File: src/mde_pkg.sv
// ----------------------------------------------------------------------------
// mde_pkg
// shared constants, codes and the marker compare for the delimited extractor
// ----------------------------------------------------------------------------
package mde_pkg;

   localparam int MARK_BYTES = 8;
   localparam int MAX_VALUE  = 4096;

   localparam int BYTE_W     = 8;
   localparam int MARK_W     = BYTE_W * MARK_BYTES;
   localparam int LEN_W      = 4;
   localparam int FILL_W     = $clog2(MARK_BYTES + 1);
   localparam int CNT_W      = $clog2(MAX_VALUE + 1);
   localparam int STATUS_W   = 2;
   localparam int PHASE_W    = 2;
   localparam int RSP_DATA_W = ((BYTE_W + CNT_W + 7) / 8) * 8;
   localparam int RSP_PAD_W  = RSP_DATA_W - BYTE_W - CNT_W;
   localparam int CSR_ADDR_W = 2;

   // register indexes
   localparam logic [CSR_ADDR_W-1:0] REG_HEAD_PATTERN = 2'd0;
   localparam logic [CSR_ADDR_W-1:0] REG_HEAD_LENGTH  = 2'd1;
   localparam logic [CSR_ADDR_W-1:0] REG_TAIL_PATTERN = 2'd2;
   localparam logic [CSR_ADDR_W-1:0] REG_TAIL_LENGTH  = 2'd3;

   // result status codes
   localparam logic [STATUS_W-1:0] ST_MORE      = 2'd0;
   localparam logic [STATUS_W-1:0] ST_TAIL      = 2'd1;
   localparam logic [STATUS_W-1:0] ST_ENDED     = 2'd2;
   localparam logic [STATUS_W-1:0] ST_TRUNCATED = 2'd3;

   // phase codes
   localparam logic [PHASE_W-1:0] PH_SEARCH  = 2'd0;
   localparam logic [PHASE_W-1:0] PH_CAPTURE = 2'd1;
   localparam logic [PHASE_W-1:0] PH_DONE    = 2'd2;

   function automatic logic [LEN_W-1:0] clamp_len(input logic [LEN_W-1:0] len_reg);
      logic [LEN_W-1:0] len;
      if (len_reg == '0) begin
         len = LEN_W'(1);
      end else if (len_reg > LEN_W'(MARK_BYTES)) begin
         len = LEN_W'(MARK_BYTES);
      end else begin
         len = len_reg;
      end
      return len;
   endfunction

   // newest byte sits in the top byte of the window
   function automatic logic marker_hit(input logic [MARK_W-1:0] win,
                                       input logic [FILL_W-1:0] fill,
                                       input logic [MARK_W-1:0] pat,
                                       input logic [LEN_W-1:0]  len_reg);
      logic [LEN_W-1:0]  len;
      logic [MARK_W-1:0] recent;
      logic [MARK_W-1:0] mask;
      len    = clamp_len(len_reg);
      recent = win >> {(LEN_W'(MARK_BYTES) - len), 3'b000};
      mask   = ~({MARK_W{1'b1}} << {len, 3'b000});
      return (FILL_W'(len) <= fill) && ((recent & mask) == (pat & mask));
   endfunction

endpackage

File: src/marker_delimited_extractor.sv
// ----------------------------------------------------------------------------
// marker_delimited_extractor
// scans a byte stream for a head marker and returns the bytes that follow it
// ----------------------------------------------------------------------------
// One payload byte per item enters on req_; the block compares a sliding
// window of the newest bytes against a head marker of one to eight bytes.
// Once the head has matched, every later byte of that payload comes out on
// rsp_ with a running length, up to and including the last byte of the tail
// marker (status tail). A value also ends when the payload ends first
// (status ended) or when it reaches MAX_VALUE bytes (status truncated); the
// rest of that payload is then dropped. A head match on the final byte gives
// one item with status ended and length zero. An accepted item is held in
// the input register, then passes the window compare into the result
// register once that register is free or being taken. One item is accepted
// per cycle as long as the result register is free or being taken.
// The user must write configuration through csr_ only while no item is in
// flight; the block itself does not enforce this.
// ----------------------------------------------------------------------------
module marker_delimited_extractor
   import mde_pkg::*;
(
   input  logic                  clock,
   input  logic                  reset,

   input  logic                  req_tvalid,
   output logic                  req_tready,
   input  logic [BYTE_W-1:0]     req_tdata,   // payload_byte
   input  logic                  req_tlast,   // payload_end

   output logic                  rsp_tvalid,
   input  logic                  rsp_tready,
   output logic [RSP_DATA_W-1:0] rsp_tdata,   // value_byte, value_length, zero pad
   output logic [STATUS_W-1:0]   rsp_tuser,   // status

   input  logic                  csr_we,
   input  logic [CSR_ADDR_W-1:0] csr_addr,
   input  logic [MARK_W-1:0]     csr_wdata
);

   // configuration
   logic [MARK_W-1:0] head_pat_ff, head_pat_in;
   logic [LEN_W-1:0]  head_size_ff, head_size_in;
   logic [MARK_W-1:0] tail_pat_ff, tail_pat_in;
   logic [LEN_W-1:0]  tail_size_ff, tail_size_in;

   // input register
   logic              s1_valid_ff, s1_valid_in;
   logic [BYTE_W-1:0] s1_byte_ff, s1_byte_in;
   logic              s1_last_ff, s1_last_in;

   // scan state
   logic [MARK_W-1:0]  window_ff, window_in;
   logic [FILL_W-1:0]  fill_ff, fill_in;
   logic [PHASE_W-1:0] phase_ff, phase_in;
   logic [CNT_W-1:0]   count_ff, count_in;

   // result register
   logic                rsp_valid_ff, rsp_valid_in;
   logic [BYTE_W-1:0]   rsp_byte_ff, rsp_byte_in;
   logic [STATUS_W-1:0] rsp_status_ff, rsp_status_in;
   logic [CNT_W-1:0]    rsp_len_ff, rsp_len_in;

   logic               out_free;
   logic               advance;
   logic [MARK_W-1:0]  window_new;
   logic [FILL_W-1:0]  fill_new;
   logic               head_hit;
   logic               tail_hit;
   logic [CNT_W-1:0]   count_inc;

   // result slot is free when empty or being taken this cycle
   assign out_free   = !rsp_valid_ff || rsp_tready;
   assign advance    = s1_valid_ff && out_free;
   assign req_tready = !s1_valid_ff || out_free;

   // window with the current byte shifted in at the top
   assign window_new = {s1_byte_ff, window_ff[MARK_W-1:BYTE_W]};
   assign fill_new   = (fill_ff == FILL_W'(MARK_BYTES)) ? fill_ff : fill_ff + FILL_W'(1);
   assign head_hit   = marker_hit(window_new, fill_new, head_pat_ff, head_size_ff);
   assign tail_hit   = marker_hit(window_new, fill_new, tail_pat_ff, tail_size_ff);
   assign count_inc  = count_ff + CNT_W'(1);

   // configuration writes
   always_comb begin
      head_pat_in  = head_pat_ff;
      head_size_in = head_size_ff;
      tail_pat_in  = tail_pat_ff;
      tail_size_in = tail_size_ff;
      if (csr_we) begin
         unique case (csr_addr)
            REG_HEAD_PATTERN: head_pat_in  = csr_wdata;
            REG_HEAD_LENGTH:  head_size_in = csr_wdata[LEN_W-1:0];
            REG_TAIL_PATTERN: tail_pat_in  = csr_wdata;
            REG_TAIL_LENGTH:  tail_size_in = csr_wdata[LEN_W-1:0];
            default:          head_pat_in  = head_pat_ff;
         endcase
      end
   end

   // input register load
   always_comb begin
      s1_valid_in = s1_valid_ff;
      s1_byte_in  = s1_byte_ff;
      s1_last_in  = s1_last_ff;
      if (req_tvalid && req_tready) begin
         s1_valid_in = 1'b1;
         s1_byte_in  = req_tdata;
         s1_last_in  = req_tlast;
      end else if (advance) begin
         s1_valid_in = 1'b0;
      end
   end

   // scan step and result
   always_comb begin
      window_in     = window_ff;
      fill_in       = fill_ff;
      phase_in      = phase_ff;
      count_in      = count_ff;
      rsp_valid_in  = rsp_valid_ff && !rsp_tready;
      rsp_byte_in   = rsp_byte_ff;
      rsp_status_in = rsp_status_ff;
      rsp_len_in    = rsp_len_ff;

      if (advance) begin
         window_in = window_new;
         fill_in   = fill_new;
         unique case (phase_ff)
            PH_SEARCH: begin
               if (head_hit) begin
                  window_in = '0;
                  fill_in   = '0;
                  count_in  = '0;
                  phase_in  = PH_CAPTURE;
                  // head on the final byte: empty value
                  if (s1_last_ff) begin
                     rsp_valid_in  = 1'b1;
                     rsp_byte_in   = '0;
                     rsp_status_in = ST_ENDED;
                     rsp_len_in    = '0;
                  end
               end
            end
            PH_CAPTURE: begin
               count_in     = count_inc;
               rsp_valid_in = 1'b1;
               rsp_byte_in  = s1_byte_ff;
               rsp_len_in   = count_inc;
               // tail wins over the length limit
               if (tail_hit) begin
                  rsp_status_in = ST_TAIL;
                  phase_in      = PH_DONE;
               end else if (count_inc >= CNT_W'(MAX_VALUE)) begin
                  rsp_status_in = ST_TRUNCATED;
                  phase_in      = PH_DONE;
               end else if (s1_last_ff) begin
                  rsp_status_in = ST_ENDED;
               end else begin
                  rsp_status_in = ST_MORE;
               end
            end
            default: begin
               // value done: drop bytes until the payload ends
               phase_in = phase_ff;
            end
         endcase
         // payload end restarts the head search
         if (s1_last_ff) begin
            window_in = '0;
            fill_in   = '0;
            phase_in  = PH_SEARCH;
            count_in  = '0;
         end
      end
   end

   always_ff @(posedge clock) begin
      if (reset) begin
         head_pat_ff  <= '0;
         head_size_ff <= LEN_W'(1);
         tail_pat_ff  <= '0;
         tail_size_ff <= LEN_W'(1);
         s1_valid_ff  <= 1'b0;
         window_ff    <= '0;
         fill_ff      <= '0;
         phase_ff     <= PH_SEARCH;
         count_ff     <= '0;
         rsp_valid_ff <= 1'b0;
      end else begin
         head_pat_ff  <= head_pat_in;
         head_size_ff <= head_size_in;
         tail_pat_ff  <= tail_pat_in;
         tail_size_ff <= tail_size_in;
         s1_valid_ff  <= s1_valid_in;
         window_ff    <= window_in;
         fill_ff      <= fill_in;
         phase_ff     <= phase_in;
         count_ff     <= count_in;
         rsp_valid_ff <= rsp_valid_in;
      end
   end

   // payload registers
   always_ff @(posedge clock) begin
      s1_byte_ff    <= s1_byte_in;
      s1_last_ff    <= s1_last_in;
      rsp_byte_ff   <= rsp_byte_in;
      rsp_status_ff <= rsp_status_in;
      rsp_len_ff    <= rsp_len_in;
   end

   assign rsp_tvalid = rsp_valid_ff;
   assign rsp_tdata  = {{RSP_PAD_W{1'b0}}, rsp_len_ff, rsp_byte_ff};
   assign rsp_tuser  = rsp_status_ff;

   // count is held at zero while searching
   a_search_count_zero : assert property (@(posedge clock) disable iff (reset)
      phase_ff == PH_SEARCH |-> count_ff == '0)
      else $error("count not zero during head search");

   // count never passes the value limit
   a_count_limit : assert property (@(posedge clock) disable iff (reset)
      count_ff <= CNT_W'(MAX_VALUE))
      else $error("emitted count beyond limit");

   // payload end always restarts the search with a clean window
   a_end_restart : assert property (@(posedge clock) disable iff (reset)
      advance && s1_last_ff |=> phase_ff == PH_SEARCH && fill_ff == '0 && window_ff == '0)
      else $error("payload end did not restart the search");

   // an item marked more has a length inside the value limit
   a_more_length : assert property (@(posedge clock) disable iff (reset)
      rsp_valid_ff && rsp_status_ff == ST_MORE
         |-> rsp_len_ff != '0 && rsp_len_ff < CNT_W'(MAX_VALUE))
      else $error("bad length on a continuing item");

   // a tail match mid payload closes the value
   a_tail_closes : assert property (@(posedge clock) disable iff (reset)
      advance && phase_ff == PH_CAPTURE && tail_hit && !s1_last_ff |=> phase_ff == PH_DONE)
      else $error("tail match did not close the value");

endmodule
File: config.mk
export PLATFORM = sky130hd
export DESIGN_NAME = marker_delimited_extractor
export DESIGN_NICKNAME = d
export VERILOG_FILES = /design/src/mde_pkg.sv /design/src/marker_delimited_extractor.sv
export SDC_FILE = /design/constraint.sdc
export NUM_CORES = 1
export LEC_CHECK = 0
export BUFFER_PORTS_ARGS = -buffer_cell sky130_fd_sc_hd__buf_2
export CAP_MARGIN = 0
export CORE_ASPECT_RATIO = 1.4
export CORE_MARGIN = 2
export CORE_UTILIZATION = 40
export CTS_CLUSTER_SIZE = 12
export DETAILED_ROUTE_END_ITERATION = 6
export PLACE_DENSITY = 0.66
export SLEW_MARGIN = 20
export SYNTH_ARGS = -nofsm -noshare
export SYNTH_HDL_FRONTEND = slang
export SYNTH_SLANG_ARGS = --single-unit
File: constraint.sdc
create_clock -name clock -period 5.2 [get_ports clock]
set_input_delay 0.52 -clock clock [delete_from_list [all_inputs] [get_ports clock]]
set_output_delay 0.52 -clock clock [all_outputs]
set_load 0.05 [all_outputs]
==> results.json <==
{
  "status": "finished clean",
  "pre_cts_slack_ps": 110,
  "cts_buffers": 26,
  "cts_tree": "done",
  "instances_no_fill": 2696,
  "yosysTopAreaCellShare": 0.263,
  "drt-pass1-iter-count": 6,
  "setup_ws_ps": 219,
  "slew_headroom": 0.258,
  "yosysSeqAreaShare": 0.322,
  "crit_type": "flop to flop",
  "grt_use_total": 0.335,
  "htreeDepth": 1,
  "final.setup_skew_ps": 12.2,
  "power_mw": 4.71,
  "final_core_util": 0.450,
  "post_drt_wl_per_cell_um": 27.1,
  "p_leak_nw": 6.21,
  "synth_area_leaders": "dfxtp_1 (26%), a21oi_1 (9.1%), nand2_1 (9.1%)",
  "ys_types": 98,
  "gr-total-overflow": 0,
  "num_vias": 17268,
  "worstSetupStartpoint": "tail_size_ff[0]$_SDFFE_PP1P_",
  "ys.flop_type": "dfxtp_1",
  "rrSetupSlack_ps": 220,
  "synth-async-reset-ratio": 0,
  "ant_nets": 0,
  "setup_viol": 0,
  "drtIter0Drc": 2059,
  "clock_path_buffers": 3,
  "avgViaCountPerCell": 6.41,
  "cts_root_buf": "clkbuf_16",
  "cp-endpoint": "phase_ff[1]$_SDFFE_PP0P_",
  "yosys-top-cells-count": "nand2_1 (391), a21oi_1 (294), dfxtp_1 (213)",
  "clkSinkCount": 245,
  "crit-reg2reg-launch": "tail_size_ff[0]$_SDFFE_PP1P_",
  "max_stage_delay_ps": 570,
  "grt_pass1_vias": 16303,
  "crit_chain": "o21bai_4 -> nand2_8 -> ha_1 -> inv_1 -> ha_1 -> buf_12 -> or2_2 -> a21oi_2 -> a22oi_1 -> nor4_1 -> o221ai_1 -> a211oi_1 -> or4b_1 -> a211oi_4 -> o2111ai_1 -> a221oi_2",
  "netlist_instances": 2121,
  "start_kind": "flop",
  "fp-row-count": 87,
  "clkLatencyLatePin_ps": 560,
  "start_util": 0.404,
  "critPathMaxFanout": 48,
  "dp_hpwl_um": 52800,
  "clock.fmax_mhz": 201,
  "slew_violations": 0,
  "setup_tns_ps": 0,
  "die_area_sq_mm": 0.0422,
  "place_inst": 2651,
  "endpoint_kind": "flop",
  "antenna_found_initial": 4,
  "core-area_sq_mm": 0.0402,
  "grt_max_degree": 128,
  "port_buffers": 104,
  "yosysTopAreaCell": "dfxtp_1",
  "cpMostUsedCell": "ha_1",
  "post-route-period-util": 0.958,
  "nNetsFinal": 2244,
  "holdBufCountCts": 0,
  "period_minus_slack_ps": 4980,
  "drcViolationCount": 0,
  "drv_cap": 0,
  "grt_pass1_wl_um": 106000,
  "synth_most_common_cell": "nand2_1",
  "die-height_um": 242,
  "rsz0062_at_grt": "false",
  "crit_slowest_cell": "or4b_1",
  "reg2reg_to": "phase_ff[1]$_SDFFE_PP0P_",
  "synth.avg_cell_area_sq_um": 7.64,
  "placed_area_sq_mm": 0.0173,
  "hold_path.class": "input pin to flop",
  "tightest_slew_ps": 1080,
  "power_density_mw_per_mm2": 261,
  "synthToLayoutAreaGrowth_pct": 11.5,
  "clk_pin_slew_ps": 60,
  "finalInstanceArea_sq_mm": 0.0181,
  "drt_wl_total_um": 72900,
  "place.gp.congestion": 1.08,
  "cp.arrival_ps": 5450,
  "syn_area_sq_mm": 0.0162,
  "drive_gt1_frac": 0.136,
  "synth-edff-count": 32,
  "synth_seq_cells": 245,
  "cp.required_ps": 5670,
  "finalHoldViolCount": 0,
  "ys_warn_count": 0,
  "holdWs_ps": 131,
  "worst_ir_drop_vdd_mv": 0.253,
  "ios": 108,
  "die_w_um": 174,
  "worstRegToRegCells": 16
}
-- sequential cells by signal, summed over array words and instances, names as in the netlist, 4 cells and up --
register and flops:
head_pat_ff 64, tail_size_ff 4, count_ff 13, rsp_byte_ff 8, tail_pat_ff 64, rsp_len_ff 13, head_size_ff 4, fill_ff 4
window_ff 56, s1_byte_ff 8
-- layer usage --
metal,share of wire,vias to the layer above,GRT usage
li1,-,7751,-
met1,0.38,8334,0.401
met2,0.46,922,0.544
met3,0.076,261,0.0499
met4,0.088,0,0.250
met5,0,-,0
-- worst min path at each step --
stage                            startpoint                      endpoint  slack, ps  cells past startpoint
6_report                       req_tdata[7]       s1_byte_ff[7]$_DFFE_PP_        130                      1
3_5_place_dp   head_pat_ff[39]$_SDFFE_PP0P_  head_pat_ff[39]$_SDFFE_PP0P_        450                      2
3_3_place_gp   head_pat_ff[39]$_SDFFE_PP0P_  head_pat_ff[39]$_SDFFE_PP0P_        450                      2
4_1_cts                           req_tlast          s1_last_ff$_DFFE_PP_        110                      1
5_1_grt                           req_tlast          s1_last_ff$_DFFE_PP_        110                      1
2_1_floorplan  head_pat_ff[39]$_SDFFE_PP0P_  head_pat_ff[39]$_SDFFE_PP0P_        440                      2
-- repair_timing --
item | 4_1_cts | 5_1_grt
buffers inserted | 0 | 0
endpoints found under the setup margin | 0 | 27
resized for setup | 0 | 2
-- cell families after synthesis --
group                      synth area share
AOI/OAI and AO/OA                     0.274
xor gates and xnor gates             0.0394
adders and majority gates            0.0147
buffers and inverters                0.0623
DFF                                   0.322
muxes                                0.0750
other                              0.000231
and+or+nand+nor                       0.212
-- layout by cell type (no fill, tap or decap), types with 25 or more instances in the layout --
| master | Yosys | routed |
|---|---|---|
| nand2_1 | 391 | 390 |
| a21oi_1 | 294 | 293 |
| dfxtp_1 | 213 | 213 |
| buf_2 | 31 | 103 |
| o21ai_0 | 99 | 99 |
| buf_4 | 7 | 77 |
| nor2_1 | 74 | 72 |
| o211ai_1 | 68 | 68 |
| nand3_1 | 60 | 60 |
| mux2i_1 | 58 | 58 |
| xnor2_1 | 50 | 50 |
| inv_1 | 48 | 48 |
| nor3_1 | 41 | 41 |
| edfxtp_1 | 32 | 32 |
| a31oi_1 | 27 | 27 |
| clkbuf_16 | 0 | 26 |
| nand2b_1 | 25 | 25 |
-- power by group --
group	internal, mW	total [mW]	leakage [nW]	switching (mW)
clock	0.986	1.77	0.376	0.788
sequential	1.96	2.04	1.98	0.0794
combinational	0.308	0.899	3.86	0.590
total	3.26	4.71	6.21	1.46
-- cell type report --
type	count	area, sq um
multi-input combinational	1632	10000
antenna	1	2.50
timing repair buffer	184	1160
clock buffer	37	702
fill	4070	22100
tap	534	668
clock inverter	7	77.6
inverter	56	215
sequential	245	5230
-- worst max-delay path: cells and delay by family (launching register included) --
| family | cells | cell delay [ps] |
|---|---|---|
| AOI/OAI and AO/OA | 8 | 2090 |
| adders and majority gates | 2 | 550 |
| buffers and inverters | 2 | 260 |
| DFF | 1 | 320 |
| and+or+nand+nor | 4 | 1620 |
Power figures use the tool's default switching activity.
